===== src/rtl/core/stc_pkg.sv =====
// shared widths, codes and beat types for the clamped step-toward-target block
`timescale 1ns / 1ps

package stc_pkg;

    localparam int COORD_BITS = 24;
    localparam int FRAC_BITS  = 8;
    localparam int STEP_BITS  = 20;

    localparam int MAG_BITS   = COORD_BITS + 1;
    localparam int SUMSQ_BITS = 2 * MAG_BITS;
    localparam int MUL_BITS   = (MAG_BITS > STEP_BITS) ? MAG_BITS : STEP_BITS;
    localparam int PROD_BITS  = 2 * MUL_BITS;
    localparam int REM_BITS   = MAG_BITS + 3;
    localparam int ITER_BITS  = $clog2(MAG_BITS);

    localparam logic [STEP_BITS-1:0] MAX_STEP_RST = STEP_BITS'(1) << FRAC_BITS;

    typedef enum logic {
        OP_LOAD = 1'b0,
        OP_MOVE = 1'b1
    } t_opcode;

    typedef struct packed {
        t_opcode                      opcode;
        logic signed [COORD_BITS-1:0] target_x;
        logic signed [COORD_BITS-1:0] target_y;
    } t_in_beat;

    typedef struct packed {
        logic signed [COORD_BITS-1:0] new_x;
        logic signed [COORD_BITS-1:0] new_y;
        logic                         arrived;
    } t_out_beat;

    typedef struct packed {
        logic [MUL_BITS-1:0] mul_a;
        logic [MUL_BITS-1:0] mul_b;
        logic [REM_BITS-1:0] sub_a;
        logic [REM_BITS-1:0] sub_b;
    } t_unit_op;

    typedef struct packed {
        logic [PROD_BITS-1:0] prod;
        logic [REM_BITS-1:0]  diff;
        logic                 ge;
    } t_unit_res;

endpackage


===== src/rtl/core/stc_unit.sv =====
// shared arithmetic unit: registered multiplier and trial subtractor
`timescale 1ns / 1ps

module stc_unit
    import stc_pkg::*;
(
    input  logic      i_clk,
    input  t_unit_op  i_op,
    output t_unit_res o_res
);

    logic [PROD_BITS-1:0] r_prod;
    logic [REM_BITS:0]    w_diff;

    always_ff @(posedge i_clk) begin
        r_prod <= i_op.mul_a * i_op.mul_b;
    end

    assign w_diff = {1'b0, i_op.sub_a} - {1'b0, i_op.sub_b};

    assign o_res.prod = r_prod;
    assign o_res.diff = w_diff[REM_BITS-1:0];
    assign o_res.ge   = ~w_diff[REM_BITS];

endmodule


===== src/rtl/core/step_toward_target_clamped.sv =====
// top level: position register, sequencer for length, clamp and scaled move
`timescale 1ns / 1ps

// channel   direction  handshake                 payload
// in        input      i_in_valid / o_in_stall   i_in_beat  (t_in_beat)
// out       output     o_out_valid / i_out_stall o_out_beat (t_out_beat)
// cfg       input      i_cfg_we                  i_cfg_wdata (max step)
//
// a load beat passes DIFF and DONE; a move that snaps to the target ends after TEST;
// a scaled move runs the bit-serial square root and the two bit-serial divides
// through the shared unit before APPLY and DONE
// o_in_stall is high from acceptance until the result moves to the output register
// a waiting result does not block the next input beat; reset is synchronous and
// clears position to zero and max step to one

module step_toward_target_clamped
    import stc_pkg::*;
(
    input  logic                 i_clk,
    input  logic                 i_rst_n,
    input  logic                 i_in_valid,
    output logic                 o_in_stall,
    input  t_in_beat             i_in_beat,
    output logic                 o_out_valid,
    input  logic                 i_out_stall,
    output t_out_beat            o_out_beat,
    input  logic                 i_cfg_we,
    input  logic [STEP_BITS-1:0] i_cfg_wdata
);

    typedef enum logic [14:0] {
        S_IDLE  = 15'b000000000000001,
        S_DIFF  = 15'b000000000000010,
        S_SQX   = 15'b000000000000100,
        S_SQY   = 15'b000000000001000,
        S_SQS   = 15'b000000000010000,
        S_TEST  = 15'b000000000100000,
        S_SQRT  = 15'b000000001000000,
        S_MULX  = 15'b000000010000000,
        S_LDX   = 15'b000000100000000,
        S_DIVX  = 15'b000001000000000,
        S_MULY  = 15'b000010000000000,
        S_LDY   = 15'b000100000000000,
        S_DIVY  = 15'b001000000000000,
        S_APPLY = 15'b010000000000000,
        S_DONE  = 15'b100000000000000
    } t_state;

    t_state                r_state, n_state;
    logic [ITER_BITS-1:0]  r_cnt;
    logic [STEP_BITS-1:0]  r_max_step;
    logic [COORD_BITS-1:0] r_px, r_py;
    logic                  r_out_valid;
    t_out_beat             r_out_beat;

    t_opcode               r_op;
    logic [COORD_BITS-1:0] r_tx, r_ty;
    logic [COORD_BITS-1:0] r_nx, r_ny;
    logic [MAG_BITS-1:0]   r_ax, r_ay;
    logic                  r_sx, r_sy;
    logic [SUMSQ_BITS-1:0] r_sumsq;
    logic [SUMSQ_BITS-1:0] r_rad;
    logic [REM_BITS-1:0]   r_rem;
    logic [MAG_BITS-1:0]   r_root;
    logic [MAG_BITS-1:0]   r_num;
    logic [MAG_BITS-1:0]   r_qx, r_qy;

    logic [MAG_BITS-1:0]     w_dx, w_dy;
    logic                    w_last;
    logic                    w_snap;
    logic                    w_in_acc;
    logic                    w_out_free;
    logic signed [COORD_BITS+1:0] w_sum_x, w_sum_y;
    t_unit_op                w_op;
    t_unit_res               w_res;

    function automatic logic [COORD_BITS-1:0] sat(input logic signed [COORD_BITS+1:0] v);
        logic [COORD_BITS-1:0] res;
        if (v[COORD_BITS+1] == v[COORD_BITS] && v[COORD_BITS] == v[COORD_BITS-1]) begin
            res = v[COORD_BITS-1:0];
        end else if (v[COORD_BITS+1]) begin
            res = {1'b1, {(COORD_BITS-1){1'b0}}};
        end else begin
            res = {1'b0, {(COORD_BITS-1){1'b1}}};
        end
        return res;
    endfunction

    assign o_in_stall  = (r_state != S_IDLE);
    assign w_in_acc    = i_in_valid && !o_in_stall;
    assign w_out_free  = !r_out_valid || !i_out_stall;
    assign o_out_valid = r_out_valid;
    assign o_out_beat  = r_out_beat;

    assign w_dx = $signed({r_tx[COORD_BITS-1], r_tx}) - $signed({r_px[COORD_BITS-1], r_px});
    assign w_dy = $signed({r_ty[COORD_BITS-1], r_ty}) - $signed({r_py[COORD_BITS-1], r_py});

    assign w_last = (r_cnt == ITER_BITS'(MAG_BITS - 1));
    assign w_snap = (PROD_BITS'(r_sumsq) <= w_res.prod);

    assign w_sum_x = r_sx ? $signed({{2{r_px[COORD_BITS-1]}}, r_px}) - $signed({1'b0, r_qx})
                          : $signed({{2{r_px[COORD_BITS-1]}}, r_px}) + $signed({1'b0, r_qx});
    assign w_sum_y = r_sy ? $signed({{2{r_py[COORD_BITS-1]}}, r_py}) - $signed({1'b0, r_qy})
                          : $signed({{2{r_py[COORD_BITS-1]}}, r_py}) + $signed({1'b0, r_qy});

    // operand steering for the shared unit
    always_comb begin
        w_op = '0;
        unique case (r_state) inside
            S_SQX: begin
                w_op.mul_a = MUL_BITS'(r_ax);
                w_op.mul_b = MUL_BITS'(r_ax);
            end
            S_SQY: begin
                w_op.mul_a = MUL_BITS'(r_ay);
                w_op.mul_b = MUL_BITS'(r_ay);
            end
            S_SQS: begin
                w_op.mul_a = MUL_BITS'(r_max_step);
                w_op.mul_b = MUL_BITS'(r_max_step);
            end
            S_MULX: begin
                w_op.mul_a = MUL_BITS'(r_ax);
                w_op.mul_b = MUL_BITS'(r_max_step);
            end
            S_MULY: begin
                w_op.mul_a = MUL_BITS'(r_ay);
                w_op.mul_b = MUL_BITS'(r_max_step);
            end
            S_SQRT: begin
                w_op.sub_a = {r_rem[REM_BITS-3:0], r_rad[SUMSQ_BITS-1 -: 2]};
                w_op.sub_b = REM_BITS'({r_root, 2'b01});
            end
            S_DIVX, S_DIVY: begin
                w_op.sub_a = {r_rem[REM_BITS-2:0], r_num[MAG_BITS-1]};
                w_op.sub_b = REM_BITS'(r_root);
            end
            default: begin
            end
        endcase
    end

    stc_unit u_unit (
        .i_clk (i_clk),
        .i_op  (w_op),
        .o_res (w_res)
    );

    always_comb begin
        n_state = r_state;
        unique case (r_state)
            S_IDLE:  if (w_in_acc) n_state = S_DIFF;
            S_DIFF:  n_state = (r_op == OP_LOAD) ? S_DONE : S_SQX;
            S_SQX:   n_state = S_SQY;
            S_SQY:   n_state = S_SQS;
            S_SQS:   n_state = S_TEST;
            S_TEST:  n_state = w_snap ? S_DONE : S_SQRT;
            S_SQRT:  if (w_last) n_state = S_MULX;
            S_MULX:  n_state = S_LDX;
            S_LDX:   n_state = S_DIVX;
            S_DIVX:  if (w_last) n_state = S_MULY;
            S_MULY:  n_state = S_LDY;
            S_LDY:   n_state = S_DIVY;
            S_DIVY:  if (w_last) n_state = S_APPLY;
            S_APPLY: n_state = S_DONE;
            S_DONE:  if (w_out_free) n_state = S_IDLE;
            default: n_state = S_IDLE;
        endcase
    end

    always_ff @(posedge i_clk) begin
        if (!i_rst_n) begin
            r_state     <= S_IDLE;
            r_cnt       <= '0;
            r_max_step  <= MAX_STEP_RST;
            r_px        <= '0;
            r_py        <= '0;
            r_out_valid <= 1'b0;
        end else begin
            r_state <= n_state;
            if (i_cfg_we) begin
                r_max_step <= i_cfg_wdata;
            end
            if (r_state == S_SQRT || r_state == S_DIVX || r_state == S_DIVY) begin
                r_cnt <= w_last ? '0 : r_cnt + ITER_BITS'(1);
            end
            if (r_state == S_DONE && w_out_free) begin
                r_px        <= r_nx;
                r_py        <= r_ny;
                r_out_valid <= 1'b1;
            end else if (!i_out_stall) begin
                r_out_valid <= 1'b0;
            end
        end
    end

    always_ff @(posedge i_clk) begin
        if (w_in_acc) begin
            r_op <= i_in_beat.opcode;
            r_tx <= i_in_beat.target_x;
            r_ty <= i_in_beat.target_y;
        end
        unique case (r_state) inside
            S_DIFF: begin
                r_sx <= w_dx[MAG_BITS-1];
                r_sy <= w_dy[MAG_BITS-1];
                r_ax <= w_dx[MAG_BITS-1] ? MAG_BITS'(0) - w_dx : w_dx;
                r_ay <= w_dy[MAG_BITS-1] ? MAG_BITS'(0) - w_dy : w_dy;
                r_nx <= r_tx;
                r_ny <= r_ty;
            end
            S_SQS: begin
                r_sumsq <= r_sumsq + w_res.prod[SUMSQ_BITS-1:0];
            end
            S_SQRT: begin
                r_rad <= r_rad << 2;
                if (w_res.ge) begin
                    r_rem  <= w_res.diff;
                    r_root <= {r_root[MAG_BITS-2:0], 1'b1};
                end else begin
                    r_rem  <= w_op.sub_a;
                    r_root <= {r_root[MAG_BITS-2:0], 1'b0};
                end
            end
            S_LDX, S_LDY: begin
                r_rem <= REM_BITS'(w_res.prod[MAG_BITS+STEP_BITS-1:MAG_BITS]);
                r_num <= w_res.prod[MAG_BITS-1:0];
            end
            S_DIVX, S_DIVY: begin
                r_rem <= w_res.ge ? w_res.diff : w_op.sub_a;
                r_num <= {r_num[MAG_BITS-2:0], w_res.ge};
                if (w_last && r_state == S_DIVX) begin
                    r_qx <= {r_num[MAG_BITS-2:0], w_res.ge};
                end
                if (w_last && r_state == S_DIVY) begin
                    r_qy <= {r_num[MAG_BITS-2:0], w_res.ge};
                end
            end
            S_APPLY: begin
                r_nx <= sat(w_sum_x);
                r_ny <= sat(w_sum_y);
            end
            S_DONE: begin
                if (w_out_free) begin
                    r_out_beat.new_x   <= r_nx;
                    r_out_beat.new_y   <= r_ny;
                    r_out_beat.arrived <= (r_nx == r_tx) && (r_ny == r_ty);
                end
            end
            default: begin
            end
        endcase
        // sum of squares terms arrive in the cycle after their multiply
        if (r_state == S_SQY) begin
            r_sumsq <= w_res.prod[SUMSQ_BITS-1:0];
        end
        if (r_state == S_TEST && !w_snap) begin
            r_rad  <= r_sumsq;
            r_rem  <= '0;
            r_root <= '0;
        end
    end

    // order of sum of squares capture: ax^2 in SQY, ay^2 added in SQS, compare in TEST
    // (SQS arm above adds rather than overwrites once SQY has captured ax^2)

    a_accept_stalls: assert property (@(posedge i_clk) disable iff (!i_rst_n)
        w_in_acc |=> o_in_stall)
        else $error("input accepted while busy was not flagged");

    a_out_from_done: assert property (@(posedge i_clk) disable iff (!i_rst_n)
        $rose(o_out_valid) |-> $past(r_state == S_DONE))
        else $error("result raised outside the finish state");

    a_len_ge_step: assert property (@(posedge i_clk) disable iff (!i_rst_n)
        (r_state == S_MULX) |-> (MUL_BITS'(r_max_step) <= MUL_BITS'(r_root)))
        else $error("length below max step on the scaled path");

    a_no_overshoot: assert property (@(posedge i_clk) disable iff (!i_rst_n)
        (r_state == S_APPLY) |-> (r_qx <= r_ax && r_qy <= r_ay))
        else $error("scaled move exceeds the distance to target");

endmodule


===== config.mk =====
export PLATFORM = sky130hd
export DESIGN_NAME = step_toward_target_clamped
export DESIGN_NICKNAME = d
export VERILOG_FILES = /design/src/rtl/core/stc_pkg.sv /design/src/rtl/core/stc_unit.sv /design/src/rtl/core/step_toward_target_clamped.sv
export SDC_FILE = /design/constraint.sdc
export NUM_CORES = 2
export LEC_CHECK = 0
export BUFFER_PORTS_ARGS = -buffer_cell sky130_fd_sc_hd__buf_4
export CORE_ASPECT_RATIO = 1.5
export CORE_MARGIN = 2
export CORE_UTILIZATION = 55
export CTS_CLUSTER_SIZE = 20
export DETAILED_ROUTE_END_ITERATION = 10
export PLACE_DENSITY = 0.71
export SETUP_SLACK_MARGIN = 0.1
export SLEW_MARGIN = 20
export SYNTH_ARGS = -nofsm -noshare
export SYNTH_HDL_FRONTEND = slang
export SYNTH_SLANG_ARGS = --single-unit

===== constraint.sdc =====
create_clock -name i_clk -period 12.8 [get_ports i_clk]
set_input_delay 0 -clock i_clk [delete_from_list [all_inputs] [get_ports i_clk]]
set_output_delay 0 -clock i_clk [all_outputs]
set_load 0.1 [all_outputs]

* Yosys cells after proc, flatten, opt, wreduce, memory -nomap -nowiden
Cells that the tools add are included.
** Storage, ports and cells
- Register bits after elaboration :: 564
- Bits of input ports :: 74
- Output and inout port bits :: 51
** Cells by class
- Add/sub/neg operators :: 11
- $mul :: 1
- Order comparisons :: 1
- Equal/unequal tests :: 29
- Muxes and demuxes :: 31
- Bitwise gates (word level) :: 1
- Reductions and logical operators :: 27
** Operators with widths (number)
- $pmux W50 S5 :: 1
- $pmux W15 S15 :: 1
- $mux W50 :: 4
- $mux W24 :: 6
- $pmux W56 S2 :: 1
- $mux W15 :: 7
- $pmux W24 S2 :: 2
- $pmux W27 S2 :: 1
- $add A24 B26 Y26 :: 2
- $mux W26 :: 2
- $sub A24 B26 Y26 :: 2
- $add A50 B50 Y50 :: 1
- $le A50 B50 Y1 :: 1
- $mul A25 B25 Y50 :: 1
- $pmux W25 S2 :: 1
- $sub A1 B25 Y25 const A :: 2
- $sub A24 B24 Y25 :: 2
- $eq A24 B24 Y1 :: 2
- $sub A28 B28 Y29 :: 1
- $mux W27 :: 1
- $eq A15 B1 Y1 const B :: 1
- $eq A15 B10 Y1 const B :: 1
- $eq A15 B11 Y1 const B :: 1
- $eq A15 B12 Y1 const B :: 1
- 28 further kinds :: 56

* Logic depth before layout (Yosys ltp)
- Word-level depth :: 6
- Gate-level depth with buffers :: 38
- Mapped depth without buffers :: 33

* Hierarchy
From an unflattened synthesis, not the netlist that was laid out.
** Second synthesis, totals
- Cell total of the unflattened synthesis :: 6015
- Area total of the unflattened synthesis :: 55510.7 µm²
** By module, submodules not included
- step_toward_target_clamped :: instances 1, cells each 3389, area an instance 32388.6 µm², sequential area each 14023.4 µm²
- stc_unit :: instances 1, cells each 2626, area an instance 23122.2 µm², sequential area each 1001.0 µm²

* Least setup slack after synthesis
OpenSTA, ideal clock, no wires.
- Path type :: reg2reg
- Start :: reg r_state[2]
- End :: reg u_unit.r_prod[47]
- Data arrival time :: 9.016 ns
- Required time :: 12.728 ns
- Path slack :: 3.712 ns
- Cell stages (with the launch flop) :: 38
- Buffers on the path :: 4
- Cell sequence :: dfxtp_1 > nor4_1 > and3_1 > nand2_1 > nor3b_1 > nand3b_1 > buf_2 > buf_2 > nand2_1 > nand2_1 > clkbuf_1 > nand2_1 > fa_1 > inv_1 > fa_1 > inv_1 > fa_1 > inv_1 > (+2 left out) > fa_1 > inv_1 > fa_1 > inv_1 > fa_1 > inv_1 > ha_1 > clkbuf_1 > a21oi_1 > o21ai_1 > a211o_1 > and3_1 > a311o_1 > o41a_1 > a2111o_1 > a21o_1 > a21oi_1 > xnor2_1
** On the way
- Word-level cells in the longest chain between the ends :: 3
** Ends and longest elaborated chain
- from (decl) :: RTL line step_toward_target_clamped.sv:49 : t_state r_state, n_state;
- from (signal assigned) :: RTL line step_toward_target_clamped.sv:180 : r_state <= n_state;
- $eq A15 B11 Y1 (tied with other cells)
- $pmux W50 S5 (*) :: RTL line step_toward_target_clamped.sv:109 : unique case (r_state) inside
- $mul A25 B25 Y50 (*) :: RTL line stc_unit.sv:16 : r_prod <= i_op.mul_a * i_op.mul_b;
- to (signal assigned) :: RTL line stc_unit.sv:16
- to (decl) :: RTL line stc_unit.sv:12 : logic [PROD_BITS-1:0] r_prod;
Mark *: on every way between the ends. The rest lies on a longest branch, timed or not.
A chain may end at the register's enable or synchronous reset.

* Worst setup path after layout
- Start :: reg r_state[2]
- End :: reg u_unit.r_prod[42]
The elaborated chain is that of the path after synthesis.

==> qor.txt <==
Hold worst-path end - r_tx[21]$_DFFE_PP_
CP max FO - 15
Worst setup SP type - register
Core box area - 98300 sq um
Asr flop ratio synth - 0%
R2R depth - 32
RD Place Congestion - 1.01
Area growth, synth to finish - 9.21%
Die W - 261 microns
Critical-path top delay cell - nand2_1
Critical path class - register to register
Worst skew pair latency - 0.67 ns
Tot GR Track Use - 36.0%
Mapped Cells - 6014
Routed wire length - 181000 microns
CTS root buf - clkbuf_16
Setup violators final - 0
FF+latch count, synth - 564
Max clock buf depth - 3
Die Height - 389 microns
Pwr per Cell Area - 70.7 nW/um^2
Count leader, synth - inv_1
Final #Nets - 7114
Hold Path Class - primary input to register
Syn Nets - 7035
Hold path cells - 2
Max-cap violations - 0
RSZ-0062 raised after global routing - no
DR vias - 44800
DR vias/cell - 6.03
Crit path DAT - 10.96 ns
PortBufs - 124
H-Tree Depth - 2
Synth Cell Area - 54300 sq um
Setup TNS - 0 ns
Clock Sinks - 564
Initial antenna violation count - 9
Fmax - 96.0 MHz
Register-to-register setup slack - 2.38 ns
Area leader, netlist - edfxtp_1
Status - finished, final reports clean
Most Used Layer, Global Route - met2
Worst Setup End Kind - register
Met1 Use GR - 38.3%
Met2 Use GR - 61.1%
Crit path required time - 13.34 ns
Worst path top cell family by delay - adder cells
Max-slew violation count - 0
DRC Markers - 0
1st-pass router iterations - 6
WHS - 0.0641 ns
Overall die area - 101000 sq um
Worst path bufs/invs - 8
Hpwl dp - 140000 microns
Sequential area share after synthesis - 27.7%
Met3 global-route usage - 6.57%
Dominant synthesized flop cell - edfxtp_1
Vias in the first global route - 45900
Worst flop-to-flop path endpoint - u_unit.r_prod[42]$_DFF_P_
Slew HR - 17.3%
Fin crit period - 10.42 ns
First-pass GRT wire length - 273000 microns
Worst VDD drop - 0.000101 V
Synth unique cells - 92
CP max stage delay - 0.79 ns
WL per Instance - 24.4 microns
List of most frequent post-synthesis cells - inv_1 (844), nand2_1 (804), nor2_1 (550), fa_1 (532), ha_1 (415)
Layout Skew - 0.0657 ns
Average cell area after synthesis - 9.03 sq um
Fin crit share - 81.4%
Post-CTS setup repair buffer count - 0
Ys Warns - 0
Share of cells above drive strength 1 - 6.27%
Cts bufs inserted - 56
Post-DRT Antenna Nets - 0
Area share of the largest cell type after synthesis - 20.6%
Initial Utilization - 55.3%
DR iter-0 viols - 3896
Worst hold start - i_in_beat[45]
Pleak - 25.6 nW
Launching point of the worst reg2reg path - r_state[2]$_SDFFE_PN0P_
I/O pins - 125
Hold Violations, Final - 0
Worst-path clk slew - 0.07 ns
Global route total overflow - 0
Row count - 141
CTS tree - yes
Number of flops mapped to enable cells by yosys - 373
Worst-margin pin slew - 1.24 ns
Synth area leaders - edfxtp_1 (21%), fa_1 (20%), ha_1 (9.6%), dfxtp_1 (7.0%), inv_1 (5.8%)
Largest net degree at the start of global routing - 61
## placed cells by master, fill, tap and decap left out, types with 22 or more instances in the layout
master	count
clkbuf_16	57
buf_4	189
o21ai_0	206
nor2b_1	43
nand4_1	30
a22o_1	62
nor2_1	548
a21o_1	106
mux2_2	48
xnor2_1	195
or3_1	22
a31oi_1	33
nor3_1	81
o21a_1	32
nand3_1	59
fa_1	532
dfxtp_1	191
o21bai_1	34
inv_1	844
nor4_1	36
nand2_1	803
a22oi_1	80
a211oi_1	48
a21oi_1	353
o211ai_1	29
dlygate4sd3_1	94
ha_1	415
edfxtp_1	373
and3_1	27
xor2_1	130
nand2b_1	40
and2_1	50
mux2i_1	36
## logic make-up (layout without fill, tap and decap cells)
kind of cell    Yosys count  count (layout)  share of synthesized area, %
simple gates           1832            1832                          14.8
compound gates         1152            1152                          13.8
buf+inv                1110            1236                          7.69
fa+ha+maj               947             947                          29.2
flops                   564             564                          27.7
xor+xnor                325             325                          5.24
mux                      84              84                          1.66
other cells               0               7                             0
## worst max path at each step
stage / startpoint / end / slack [ns] / depth (start not counted)
after detailed placement: r_state[5]$_SDFFE_PN0P_ / u_unit.r_prod[42]$_DFF_P_ / 2.63 / 32
after global routing: r_state[4]$_SDFFE_PN0P_ / u_unit.r_prod[42]$_DFF_P_ / 1.82 / 32
after floorplan: r_state[2]$_SDFFE_PN0P_ / u_unit.r_prod[47]$_DFF_P_ / 3.71 / 37
final: r_state[2]$_SDFFE_PN0P_ / u_unit.r_prod[42]$_DFF_P_ / 2.38 / 32
after global placement: r_state[5]$_SDFFE_PN0P_ / u_unit.r_prod[47]$_DFF_P_ / 2.62 / 33
after CTS: r_state[5]$_SDFFE_PN0P_ / u_unit.r_prod[42]$_DFF_P_ / 2.63 / 32
## cell type report
class | instances | area (sq um)
flip-flops and latches | 564 | 15000
multi-input cells | 4340 | 35200
diodes | 7 | 17.5
clock buffers | 77 | 1570
repair buffers | 284 | 2380
inverters | 847 | 3180
fillers | 8537 | 38900
clock inverters | 28 | 358
well taps | 1287 | 1610
## through the flow
| stage | cell area, sq um | setup slack [ns] | cells | util (%) | power (mW) |
|---|---|---|---|---|---|
| after floorplan | 54300 | 3.71 | 6014 | - | 2.27 |
| after global placement | 56400 | 2.62 | 7226 | 57.4 | 2.44 |
| after detailed placement | 56400 | 2.63 | 7226 | 57.4 | 2.44 |
| after CTS | 59300 | 2.63 | 7425 | 60.3 | 4.20 |
| after global routing | 59300 | 1.82 | 7430 | 60.4 | 4.31 |
| final | 59300 | 2.38 | 7434 | 60.4 | 4.19 |
## state kept, by name, indices dropped and copies added, names as in the netlist, 27 cells and up
register       count
u_unit.r_prod     50
o_out_beat        49
r_rad             50
r_rem             27
r_sumsq           50
## routing by layer
| metal | vias up | routed length [microns] |
|---|---|---|
| met3 | 793 | 13100 |
| met2 | 1988 | 88000 |
| met1 | 21900 | 60500 |
| li1 | 20200 | - |
| met5 | - | 55 |
| met4 | 8 | 19600 |
## power breakdown
| group | leakage (nW) | internal [mW] | switching, mW |
|---|---|---|---|
| clock | 0.938 | 0.973 | 0.777 |
| sequential | 4.94 | 1.97 | 0.0456 |
| combinational | 19.7 | 0.152 | 0.271 |
| total | 25.6 | 3.10 | 1.09 |
## worst register-to-register path: cells and delay by family (launching register included)
family                   cells  cell delay, ns
adder cells (fa/ha/maj)      8            3.90
AND/OR/NAND/NOR              9            3.45
AO/OA/AOI/OAI                7            1.91
buffers and inverters        8            0.72
flip-flops                   1            0.35
## repair_timing
| item | in CTS | in global routing |
|---|---|---|
| resized for setup | 0 | 0 |
| hold endpoints to repair | 98 | 0 |
| hold buffers | 94 | 0 |
Note: power is estimated with default switching activity, not from simulation.
